`config.mk`:
```
export PLATFORM = sky130hd
export DESIGN_NAME = rgb_led_status_animator_unit
export DESIGN_NICKNAME = d
export VERILOG_FILES = /design/src/rtl/rgbla_pkg.sv /design/src/rtl/rgb_led_status_animator_unit.sv /design/src/rtl/rgbla_ram.sv /design/src/rtl/rgbla_mul.sv
export SDC_FILE = /design/constraint.sdc
export NUM_CORES = 2
export LEC_CHECK = 0
export BUFFER_PORTS_ARGS = -buffer_cell sky130_fd_sc_hd__buf_4
export CAP_MARGIN = 20
export CORE_MARGIN = 8
export CORE_UTILIZATION = 25
export CTS_CLUSTER_SIZE = 16
export DETAILED_ROUTE_END_ITERATION = 6
export PLACE_DENSITY = 0.48
export REMOVE_ABC_BUFFERS = 1
export SETUP_SLACK_MARGIN = 0.15
export SLEW_MARGIN = 20
export SYNTH_ARGS = -nofsm -noshare
export SYNTH_HDL_FRONTEND = slang
export SYNTH_HIERARCHICAL = 1
export SYNTH_SLANG_ARGS = --single-unit
export TNS_END_PERCENT = 30
```
`constraint.sdc`:
```
create_clock -name i_clk -period 11.2 [get_ports i_clk]
set_input_delay 0 -clock i_clk [delete_from_list [all_inputs] [get_ports i_clk]]
set_output_delay 0 -clock i_clk [all_outputs]
set_load 0.05 [all_outputs]
```
`src/rtl/rgbla_pkg.sv`:
```
package rgbla_pkg;

    // Default table depth; the top level takes it as a parameter.
    localparam int MAX_ENTRIES_DEF = 32;

    // At most this many pixels come out of one frame.
    localparam int RESULT_CAP = 32;

    // Number of steps in one pulse period, and the index width into the pulse table.
    localparam int PULSE_STEPS = 256;
    localparam int PULSE_AW    = $clog2(PULSE_STEPS);

    // Width of the configuration address bus.
    localparam int APB_AW = 4;

    // Operand and product widths of the shared multiplier.
    localparam int MUL_A_W = 32;
    localparam int MUL_B_W = 29;
    localparam int PROD_W  = MUL_A_W + MUL_B_W;

    // floor(t / 125) for any 32-bit t is (t * T125_RECIP) >> T125_SHIFT.
    localparam logic [MUL_B_W-1:0] T125_RECIP = 29'h10624DD3;
    localparam int T125_SHIFT = 35;

    // floor(m * PULSE_STEPS / 2000) for m below 2000.
    localparam int PULSE_SHIFT = 23;
    localparam logic [63:0] PULSE_RECIP_W =
        ((64'(PULSE_STEPS) << PULSE_SHIFT) / 64'd2000) + 64'd1;
    localparam logic [MUL_B_W-1:0] PULSE_RECIP = PULSE_RECIP_W[MUL_B_W-1:0];

    // floor(y / 100) for y up to 25500 is (y * DIV100_RECIP) >> DIV100_SHIFT.
    localparam logic [MUL_B_W-1:0] DIV100_RECIP = 29'd5243;
    localparam int DIV100_SHIFT = 19;

    // Full gain in unsigned 1.15.
    localparam logic [15:0] GAIN_ONE = 16'h8000;

    localparam logic [63:0] Q30_ONE = 64'd1073741824;
    localparam logic [63:0] PI_Q30  = 64'd3373259426;

    typedef enum logic [2:0] {
        MODE_OFF   = 3'd0,
        MODE_SOLID = 3'd1,
        MODE_FAST  = 3'd2,
        MODE_SLOW  = 3'd3,
        MODE_PULSE = 3'd4
    } t_mode;

    typedef enum logic [1:0] {
        REG_LED_COUNT    = 2'd0,
        REG_STRIP_LENGTH = 2'd1,
        REG_FRAME_IVL    = 2'd2
    } t_reg;

    typedef enum logic {
        OP_SET  = 1'b0,
        OP_TICK = 1'b1
    } t_op;

    typedef enum logic [3:0] {
        ST_IDLE,
        ST_CHECK,
        ST_PHASE,
        ST_KIDX,
        ST_LUT,
        ST_RD,
        ST_GAIN,
        ST_GBSAVE,
        ST_CMUL,
        ST_DMUL,
        ST_DRES,
        ST_EMIT
    } t_state;

    typedef struct packed {
        logic [7:0] red;
        logic [7:0] green;
        logic [7:0] blue;
        logic [6:0] bright;
        t_mode      mode;
    } t_entry;

    typedef struct packed {
        logic               en;
        logic [MUL_A_W-1:0] a;
        logic [MUL_B_W-1:0] b;
    } t_mul_req;

    // Pulse factor for table step k, unsigned 1.15. Evaluated only at elaboration
    // to fill the constant pulse table; sine comes from a Q30 Taylor series.
    function automatic logic [15:0] pulse_factor(input int unsigned k);
        logic [63:0] th;
        logic [63:0] x2;
        logic [63:0] tt;
        logic [63:0] s;
        logic [63:0] base;
        logic [63:0] delta;
        logic [63:0] f;
        logic        neg;
        th  = (64'd2 * PI_Q30 * 64'(k)) / 64'(PULSE_STEPS);
        neg = 1'b0;
        if (th >= PI_Q30) begin
            neg = 1'b1;
            th  = th - PI_Q30;
        end
        if (th > (PI_Q30 >> 1)) begin
            th = PI_Q30 - th;
        end
        x2 = (th * th) >> 30;
        tt = Q30_ONE - x2 / 64'd110;
        tt = Q30_ONE - ((x2 * tt) >> 30) / 64'd72;
        tt = Q30_ONE - ((x2 * tt) >> 30) / 64'd42;
        tt = Q30_ONE - ((x2 * tt) >> 30) / 64'd20;
        tt = Q30_ONE - ((x2 * tt) >> 30) / 64'd6;
        s  = (th * tt) >> 30;
        if (s > Q30_ONE) begin
            s = Q30_ONE;
        end
        base  = (64'd13 * Q30_ONE) / 64'd20;
        delta = (64'd7 * s) / 64'd20;
        f     = neg ? (base - delta) : (base + delta);
        f     = (f + 64'd16384) >> 15;
        if (f > 64'd32768) begin
            f = 64'd32768;
        end
        return f[15:0];
    endfunction

endpackage

```
`src/rtl/rgb_led_status_animator_unit.sv`:
```
// Channel   | Signals                                         | Direction
// ----------+-------------------------------------------------+----------
// input     | i_in_valid, o_in_stall, i_operation .. i_time_ms | into block
// output    | o_out_valid, i_out_stall, o_pixel_index .. last | out of block
// config    | psel, penable, pwrite, paddr, pwdata, prdata    | APB slave
//
// A set beat is accepted while idle and written into the LED table at that edge.
// A tick beat first tests the frame interval in CHECK; a due tick then runs PHASE, KIDX
// and LUT for phase and pulse lookup, then per pixel RD, GAIN, GBSAVE, a CMUL, DMUL, DRES
// pass per channel and EMIT, all through the one shared multiplier, stalling the input.
// A stalled output holds the next pixel's result in EMIT until the register frees.
// Reset is synchronous and active low: registers 8, 8, 25, last render 0, table dark.
module rgb_led_status_animator_unit #(
    parameter int MAX_ENTRIES = rgbla_pkg::MAX_ENTRIES_DEF
) (
    input  logic                         i_clk,
    input  logic                         i_rst_n,
    // Input channel.
    input  logic                         i_in_valid,
    output logic                         o_in_stall,
    input  logic                         i_operation,
    input  logic signed [15:0]           i_target_index,
    input  logic signed [15:0]           i_red_in,
    input  logic signed [15:0]           i_green_in,
    input  logic signed [15:0]           i_blue_in,
    input  logic signed [15:0]           i_brightness_in,
    input  logic signed [7:0]            i_mode_in,
    input  logic [31:0]                  i_time_ms,
    // Output channel.
    output logic                         o_out_valid,
    input  logic                         i_out_stall,
    output logic [4:0]                   o_pixel_index,
    output logic [7:0]                   o_red_out,
    output logic [7:0]                   o_green_out,
    output logic [7:0]                   o_blue_out,
    output logic                         o_frame_last,
    // Configuration port.
    input  logic                         psel,
    input  logic                         penable,
    input  logic                         pwrite,
    input  logic [rgbla_pkg::APB_AW-1:0] paddr,
    input  logic [31:0]                  pwdata,
    output logic [31:0]                  prdata,
    output logic                         pready
);

    import rgbla_pkg::*;

    localparam int AW      = (MAX_ENTRIES > 1) ? $clog2(MAX_ENTRIES) : 1;
    localparam int PIX_CAP = (MAX_ENTRIES < RESULT_CAP) ? MAX_ENTRIES : RESULT_CAP;

    // Control state.
    t_state            r_state, n_state;
    logic [5:0]        r_led_count;
    logic [5:0]        r_strip_len;
    logic [9:0]        r_interval;
    logic [31:0]       r_last, n_last;
    logic [MAX_ENTRIES-1:0] r_valid;
    logic              r_ovalid, n_ovalid;
    logic [5:0]        r_pix, n_pix;
    logic [5:0]        r_n, n_n;
    logic [1:0]        r_ch, n_ch;

    // Working payload.
    logic [31:0]       r_time, n_time;
    logic              r_fast, n_fast;
    logic              r_slow, n_slow;
    logic [10:0]       r_mod, n_mod;
    logic [15:0]       r_pulse, n_pulse;
    logic              r_rdv, n_rdv;
    logic [7:0]        r_color [3];
    logic [7:0]        n_color [3];
    logic [22:0]       r_gb, n_gb;
    logic [7:0]        r_chan [3];
    logic [7:0]        n_chan [3];
    logic [4:0]        r_opix, n_opix;
    logic [7:0]        r_ored, n_ored;
    logic [7:0]        r_ogrn, n_ogrn;
    logic [7:0]        r_oblu, n_oblu;
    logic              r_olast, n_olast;

    // Shared multiplier and table memory.
    t_mul_req          w_mul;
    logic [PROD_W-1:0] w_prod;
    logic              w_ram_we;
    logic [AW-1:0]     w_ram_waddr;
    t_entry            w_wentry;
    logic              w_ram_re;
    logic [AW-1:0]     w_ram_raddr;
    logic [$bits(t_entry)-1:0] w_rdata;
    t_entry            w_entry;

    logic              w_in_acc;
    logic              w_cfg_wr;
    logic              w_idx_ok;
    logic              w_due;
    logic [5:0]        w_nmin;
    logic [25:0]       w_q125;
    logic [21:0]       w_q2000;
    logic [15:0]       w_gain;
    logic              w_out_free;
    logic              w_last_pix;
    logic [15:0]       w_lut [PULSE_STEPS];

    // The pulse curve is a constant table built at elaboration.
    for (genvar gk = 0; gk < PULSE_STEPS; gk++) begin : g_lut
        localparam logic [15:0] FACTOR = pulse_factor(int'(gk));
        assign w_lut[gk] = FACTOR;
    end

    rgbla_mul u_mul (
        .i_clk  (i_clk),
        .i_req  (w_mul),
        .o_prod (w_prod)
    );

    rgbla_ram #(
        .WIDTH  ($bits(t_entry)),
        .DEPTH  (MAX_ENTRIES),
        .ADDR_W (AW)
    ) u_table (
        .i_clk   (i_clk),
        .i_we    (w_ram_we),
        .i_waddr (w_ram_waddr),
        .i_wdata (w_wentry),
        .i_re    (w_ram_re),
        .i_raddr (w_ram_raddr),
        .o_rdata (w_rdata)
    );

    assign o_in_stall = (r_state != ST_IDLE);
    assign w_in_acc   = i_in_valid && !o_in_stall;

    // Configuration access; the port never inserts wait states.
    assign pready   = 1'b1;
    assign w_cfg_wr = psel && penable && pwrite && pready;

    always_comb begin
        case (t_reg'(paddr[3:2]))
            REG_LED_COUNT:    prdata = {26'd0, r_led_count};
            REG_STRIP_LENGTH: prdata = {26'd0, r_strip_len};
            REG_FRAME_IVL:    prdata = {22'd0, r_interval};
            default:          prdata = 32'd0;
        endcase
    end

    // A set beat lands in the table right away. The index must be non-negative and
    // below both the LED count and the table depth; levels are clamped and any
    // unknown mode is stored as solid.
    always_comb begin
        w_idx_ok = !i_target_index[15]
                   && (i_target_index[14:0] < {9'd0, r_led_count})
                   && (i_target_index[14:0] < 15'(MAX_ENTRIES));
        w_ram_we    = w_in_acc && (t_op'(i_operation) == OP_SET) && w_idx_ok;
        w_ram_waddr = i_target_index[AW-1:0];

        if (i_red_in[15])              w_wentry.red = 8'd0;
        else if (i_red_in > 16'sd255)  w_wentry.red = 8'd255;
        else                           w_wentry.red = i_red_in[7:0];

        if (i_green_in[15])             w_wentry.green = 8'd0;
        else if (i_green_in > 16'sd255) w_wentry.green = 8'd255;
        else                            w_wentry.green = i_green_in[7:0];

        if (i_blue_in[15])             w_wentry.blue = 8'd0;
        else if (i_blue_in > 16'sd255) w_wentry.blue = 8'd255;
        else                           w_wentry.blue = i_blue_in[7:0];

        if (i_brightness_in[15])             w_wentry.bright = 7'd0;
        else if (i_brightness_in > 16'sd100) w_wentry.bright = 7'd100;
        else                                 w_wentry.bright = i_brightness_in[6:0];

        if ($unsigned(i_mode_in) inside {[8'd0:8'd4]}) begin
            w_wentry.mode = t_mode'(i_mode_in[2:0]);
        end else begin
            w_wentry.mode = MODE_SOLID;
        end
    end

    // Entries never written since reset read as dark.
    assign w_entry = r_rdv ? t_entry'(w_rdata) : '0;

    // Frame gate: wrapping distance since the last render against the interval.
    assign w_due   = (r_time - r_last) >= {22'd0, r_interval};
    assign w_nmin  = (r_led_count < r_strip_len) ? r_led_count : r_strip_len;

    // Time split: q = t / 125 gives both blink phases; t mod 2000 follows from
    // q / 16 because 2000 = 2048 - 32 - 16 and only the low 11 bits matter.
    assign w_q125  = w_prod[T125_SHIFT +: 26];
    assign w_q2000 = w_q125[25:4];

    always_comb begin
        case (w_entry.mode)
            MODE_OFF:   w_gain = 16'd0;
            MODE_FAST:  w_gain = r_fast ? 16'd0 : GAIN_ONE;
            MODE_SLOW:  w_gain = r_slow ? 16'd0 : GAIN_ONE;
            MODE_PULSE: w_gain = r_pulse;
            default:    w_gain = GAIN_ONE;
        endcase
    end

    assign w_out_free = !r_ovalid || !i_out_stall;
    assign w_last_pix = ((r_pix + 6'd1) == r_n);

    always_comb begin
        n_state  = r_state;
        n_last   = r_last;
        n_ovalid = r_ovalid && i_out_stall;
        n_pix    = r_pix;
        n_n      = r_n;
        n_ch     = r_ch;
        n_time   = r_time;
        n_fast   = r_fast;
        n_slow   = r_slow;
        n_mod    = r_mod;
        n_pulse  = r_pulse;
        n_rdv    = r_rdv;
        n_color  = r_color;
        n_gb     = r_gb;
        n_chan   = r_chan;
        n_opix   = r_opix;
        n_ored   = r_ored;
        n_ogrn   = r_ogrn;
        n_oblu   = r_oblu;
        n_olast  = r_olast;
        w_mul    = '0;
        w_ram_re = 1'b0;
        w_ram_raddr = r_pix[AW-1:0];

        case (r_state)
            ST_IDLE: begin
                if (w_in_acc && (t_op'(i_operation) == OP_TICK)) begin
                    n_time  = i_time_ms;
                    n_state = ST_CHECK;
                end
            end
            ST_CHECK: begin
                // Start the t / 125 product whether or not the frame is due.
                w_mul.en = 1'b1;
                w_mul.a  = r_time;
                w_mul.b  = T125_RECIP;
                n_pix    = 6'd0;
                n_n      = (w_nmin > 6'(PIX_CAP)) ? 6'(PIX_CAP) : w_nmin;
                if (!w_due) begin
                    n_state = ST_IDLE;
                end else begin
                    n_last = r_time;
                    if (w_nmin == 6'd0) begin
                        n_state = ST_IDLE;
                    end else begin
                        n_state = ST_PHASE;
                    end
                end
            end
            ST_PHASE: begin
                n_fast  = w_q125[0];
                n_slow  = w_q125[2];
                n_mod   = r_time[10:0] + {w_q2000[5:0], 5'd0} + {w_q2000[6:0], 4'd0};
                n_state = ST_KIDX;
            end
            ST_KIDX: begin
                w_mul.en = 1'b1;
                w_mul.a  = {21'd0, r_mod};
                w_mul.b  = PULSE_RECIP;
                n_state  = ST_LUT;
            end
            ST_LUT: begin
                n_pulse = w_lut[w_prod[PULSE_SHIFT +: PULSE_AW]];
                n_state = ST_RD;
            end
            ST_RD: begin
                w_ram_re = 1'b1;
                n_rdv    = r_valid[r_pix[AW-1:0]];
                n_state  = ST_GAIN;
            end
            ST_GAIN: begin
                n_color[0] = w_entry.red;
                n_color[1] = w_entry.green;
                n_color[2] = w_entry.blue;
                w_mul.en   = 1'b1;
                w_mul.a    = {16'd0, w_gain};
                w_mul.b    = {22'd0, w_entry.bright};
                n_ch       = 2'd0;
                n_state    = ST_GBSAVE;
            end
            ST_GBSAVE: begin
                n_gb    = w_prod[22:0];
                n_state = ST_CMUL;
            end
            ST_CMUL: begin
                w_mul.en = 1'b1;
                w_mul.a  = {24'd0, r_color[r_ch]};
                w_mul.b  = {6'd0, r_gb};
                n_state  = ST_DMUL;
            end
            ST_DMUL: begin
                // Drop the 1.15 scale, then divide by 100 through a reciprocal.
                w_mul.en = 1'b1;
                w_mul.a  = {17'd0, w_prod[29:15]};
                w_mul.b  = DIV100_RECIP;
                n_state  = ST_DRES;
            end
            ST_DRES: begin
                n_chan[r_ch] = w_prod[DIV100_SHIFT +: 8];
                if (r_ch == 2'd2) begin
                    n_state = ST_EMIT;
                end else begin
                    n_ch    = r_ch + 2'd1;
                    n_state = ST_CMUL;
                end
            end
            ST_EMIT: begin
                if (w_out_free) begin
                    n_ovalid = 1'b1;
                    n_opix   = r_pix[4:0];
                    n_ored   = r_chan[0];
                    n_ogrn   = r_chan[1];
                    n_oblu   = r_chan[2];
                    n_olast  = w_last_pix;
                    if (w_last_pix) begin
                        n_state = ST_IDLE;
                    end else begin
                        n_pix   = r_pix + 6'd1;
                        n_state = ST_RD;
                    end
                end
            end
            default: begin
                n_state = ST_IDLE;
            end
        endcase
    end

    always_ff @(posedge i_clk) begin
        if (!i_rst_n) begin
            r_state     <= ST_IDLE;
            r_led_count <= 6'd8;
            r_strip_len <= 6'd8;
            r_interval  <= 10'd25;
            r_last      <= 32'd0;
            r_valid     <= '0;
            r_ovalid    <= 1'b0;
            r_pix       <= 6'd0;
            r_n         <= 6'd0;
            r_ch        <= 2'd0;
        end else begin
            r_state  <= n_state;
            r_last   <= n_last;
            r_ovalid <= n_ovalid;
            r_pix    <= n_pix;
            r_n      <= n_n;
            r_ch     <= n_ch;
            if (w_ram_we) begin
                r_valid[w_ram_waddr] <= 1'b1;
            end
            if (w_cfg_wr) begin
                case (t_reg'(paddr[3:2]))
                    REG_LED_COUNT:    r_led_count <= pwdata[5:0];
                    REG_STRIP_LENGTH: r_strip_len <= pwdata[5:0];
                    REG_FRAME_IVL:    r_interval  <= pwdata[9:0];
                    default: begin
                    end
                endcase
            end
        end
    end

    always_ff @(posedge i_clk) begin
        r_time  <= n_time;
        r_fast  <= n_fast;
        r_slow  <= n_slow;
        r_mod   <= n_mod;
        r_pulse <= n_pulse;
        r_rdv   <= n_rdv;
        r_color <= n_color;
        r_gb    <= n_gb;
        r_chan  <= n_chan;
        r_opix  <= n_opix;
        r_ored  <= n_ored;
        r_ogrn  <= n_ogrn;
        r_oblu  <= n_oblu;
        r_olast <= n_olast;
    end

    assign o_out_valid   = r_ovalid;
    assign o_pixel_index = r_opix;
    assign o_red_out     = r_ored;
    assign o_green_out   = r_ogrn;
    assign o_blue_out    = r_oblu;
    assign o_frame_last  = r_olast;

    // A set beat never starts the sequencer.
    a_set_stays_idle: assert property (@(posedge i_clk) disable iff (!i_rst_n)
        (w_in_acc && (t_op'(i_operation) == OP_SET)) |=> (r_state == ST_IDLE))
        else $error("set beat left the idle state");

    // A due tick records its own time as the last render time.
    a_last_render: assert property (@(posedge i_clk) disable iff (!i_rst_n)
        ((r_state == ST_CHECK) && w_due) |=> (r_last == $past(r_time)))
        else $error("last render time not updated by a due tick");

    // Channel counter only walks red, green and blue.
    a_chan_range: assert property (@(posedge i_clk) disable iff (!i_rst_n)
        (r_ch != 2'd3))
        else $error("channel counter out of range");

    // A pixel leaving EMIT always shows up on the output register.
    a_emit_loads: assert property (@(posedge i_clk) disable iff (!i_rst_n)
        ((r_state == ST_EMIT) && w_out_free) |=> o_out_valid)
        else $error("emitted pixel not presented");

endmodule

```
`src/rtl/rgbla_ram.sv`:
```
module rgbla_ram #(
    parameter int WIDTH  = 34,
    parameter int DEPTH  = 32,
    parameter int ADDR_W = (DEPTH > 1) ? $clog2(DEPTH) : 1
) (
    input  logic              i_clk,
    input  logic              i_we,
    input  logic [ADDR_W-1:0] i_waddr,
    input  logic [WIDTH-1:0]  i_wdata,
    input  logic              i_re,
    input  logic [ADDR_W-1:0] i_raddr,
    output logic [WIDTH-1:0]  o_rdata
);

    logic [WIDTH-1:0] r_mem [DEPTH];
    logic [WIDTH-1:0] r_rdata;

    always_ff @(posedge i_clk) begin
        if (i_we) begin
            r_mem[i_waddr] <= i_wdata;
        end
        if (i_re) begin
            r_rdata <= r_mem[i_raddr];
        end
    end

    assign o_rdata = r_rdata;

endmodule

```
`src/rtl/rgbla_mul.sv`:
```
module rgbla_mul (
    input  logic                             i_clk,
    input  rgbla_pkg::t_mul_req              i_req,
    output logic [rgbla_pkg::PROD_W-1:0]     o_prod
);

    import rgbla_pkg::*;

    logic [PROD_W-1:0] r_prod;
    logic [PROD_W-1:0] w_prod;

    // Unsigned 32 x 29 product, registered before anyone uses it.
    assign w_prod = {{MUL_B_W{1'b0}}, i_req.a} * {{MUL_A_W{1'b0}}, i_req.b};

    always_ff @(posedge i_clk) begin
        if (i_req.en) begin
            r_prod <= w_prod;
        end
    end

    assign o_prod = r_prod;

endmodule

```
==> results.py <==
metrics = {
    "setup_path": {
        "cp.arrival_ns": 10.68,
        "crit_path_end_kind": "flop",
        "reg2reg_from": "r_state[3]$_SDFFE_PN0P_",
        "cp_slowest_stage_delay_ns": 0.72,
        "crit_required_ns": 11.77,
        "timing.rr.end": "u_mul/o_prod[42]$_DFFE_PP_",
        "worst-path-stages": 33,
        "cp_top_family": "adder cells",
        "timing.critical_path.mode_cell": "fa_1",
        "cp_max_fo": 15,
        "r2r_slack_ns": 1.09,
        "critPathBufInv": 9,
        "critPathLaunchType": "flop",
        "cp_slowest_cell": "nand3_1",
        "rr_worst_depth": 33,
        "crit_type": "reg2reg",
    },
    "detailed_routing": {
        "dr.pass1.iters": 7,
        "num_vias": 58900,
        "drt_iter0_drc": 4707,
        "routedWlPerCell_um": 22.1,
        "routed_wl_um": 281000,
        "drc": 1,
        "avgViaCountPerCell": 4.64,
        "postRouteAntennaNets": 0,
    },
    "die": {
        "die_y_um": 613,
        "start_util": 0.251,
        "io_pins": 229,
        "die_w_um": 613,
        "dieArea_um2": 376000,
        "num_rows": 219,
        "core_um2": 355000,
    },
    "cts": {
        "cts_tree": "done",
        "htreeDepth": 4,
        "clk_pin_slew_ns": 0.06,
        "post_cts_buffers": 0,
        "numCtsBuffers": 168,
        "cts.hold.buffers_added": 164,
        "cts_max_path_buffers": 4,
        "insertion_delay_ns": 0.85,
        "clkSinkCount": 1430,
        "cts_resized": 0,
        "cts_root_buf": "clkbuf_16",
    },
    "power": {
        "pwr-share-clk": 0.315,
        "p_int_mw": 10.9,
        "p_comb_frac": 0.323,
        "finalPower_mw": 17.0,
        "power_leakage_nw": 38.5,
        "ir_drop_mv": 0.203,
        "powerDensity_nw_per_um2": 164,
        "seqPwrFrac": 0.362,
        "p_sw_frac": 0.355,
        "p_switching_mw": 6.01,
    },
    "final_layout": {
        "design_area_um2": 103000,
        "final_common_cell": "edfxtp_1",
        "fillers": 36500,
        "area_growth_pct": 15.8,
        "final_cells": 12700,
        "final_cell_mix": "edfxtp_1 (1325), inv_1 (866), nand2_1 (788)",
        "final_nets": 8942,
        "final_layout_size_suffix_gt1_frac": 0.0939,
    },
    "timing": {
        "drv_slew": 0,
        "rsz0062_at_grt": "false",
        "finalHoldViolations": 0,
        "tightestPinTransition_ns": 1.18,
        "period_needed_ns": 10.11,
        "period_share": 0.903,
        "skew_ns": 0.0727,
        "maxSlewHeadroom": 0.205,
        "finalSetupTns_ns": 0,
        "setup_viol_count_final": 0,
        "fmax_mhz": 98.9,
    },
    "synth": {
        "yosysWarnings": 6,
        "avgSynthCellArea_um2": 11.7,
        "syn_area_um2": 89200,
        "synth_cells": 7602,
    },
    "global_routing": {
        "grt_usage": 0.145,
        "grt_overflow": 0,
        "grt_pass1_vias": 61800,
        "grt_pass1_wl_um": 414000,
        "grt_start_max_net_pins": 148,
        "antenna_found_initial": 11,
    },
    "hold_path": {
        "hp-class": "in2reg",
        "min_from": "i_brightness_in[3]",
        "hold_end": "u_table/r_mem[4][6]$_DFFE_PP_",
        "min_path_cells": 2,
    },
    "outcome": {
        "violations": "design-rule violations",
        "status": "finished with violations",
    },
    "place": {
        "portBuffers": 181,
        "dp.cells": 12200,
        "dpl.hpwl_um": 181000,
        "routabilityCongestion": 0.887,
        "placed_cell_area_um2": 96100,
    },
    "job": {
        "cap_violations": 0,
    },
}
[sequential cells by signal (all words and copies together), names as in the netlist, 10 cells and up]
name	count
u_table/r_mem	1088
r_pulse	16
r_time	32
u_table/o_rdata	34
r_color	24
r_last	32
r_valid	32
u_mul/o_prod	40
r_interval	10
r_gb	23
r_mod	11
r_chan	24
[through the flow]
stage	hold WS [ns]	setup slack, ns	util
3_5_place_dp	0.180	1.20	0.271
5_1_grt	0.0760	0.610	0.291
4_1_cts	0.00188	1.12	0.290
3_3_place_gp	0.181	1.13	0.270
2_1_floorplan	0.0619	-10.57	-
6_report	0.0636	1.09	0.291
[power groups by stage]
stage               logic (mW)  clock network, mW  registers (mW)
detailed placement        5.32                  0            6.25
floorplan                 3.14                  0            6.36
global placement          5.36                  0            6.25
finish                    5.47               5.35            6.14
global route              5.98               5.69            6.15
CTS                       5.44               5.50            6.14
[worst max-delay path by stage]
stage                       startpoint                          to  slack, ns
2_1_floorplan    r_pix[0]$_SDFFE_PN0P_       r_pix[0]$_SDFFE_PN0P_     -10.57
3_3_place_gp   r_state[1]$_SDFFE_PN0P_  u_mul/o_prod[42]$_DFFE_PP_       1.13
3_5_place_dp   r_state[2]$_SDFFE_PN0P_  u_mul/o_prod[42]$_DFFE_PP_       1.20
4_1_cts        r_state[1]$_SDFFE_PN0P_  u_mul/o_prod[42]$_DFFE_PP_       1.12
5_1_grt        r_state[1]$_SDFFE_PN0P_  u_mul/o_prod[39]$_DFFE_PP_       0.61
6_report       r_state[3]$_SDFFE_PN0P_  u_mul/o_prod[42]$_DFFE_PP_       1.09
[per-layer routing]
metal,part of all wire,track usage,wire (µm)
met5,0,0,0
met4,0.030,0.0394,8440
met3,0.049,0.0183,13800
met2,0.50,0.256,140000
met1,0.42,0.187,119000
[layout make-up]
cell class                      count  area [µm²]  share of cell area
Clock inverter                     92         808             0.00783
Clock buffer                      208        4520              0.0438
Inverter                          871        3270              0.0317
Sequential cell                  1430       41900               0.406
Multi-Input combinational cell   4810       42400               0.410
Antenna cell                        4        10.0           0.0000969
Tap cell                         4751        5940              0.0576
Timing Repair Buffer              526        4460              0.0432
No activity file was read; power rests on OpenSTA's default activity.
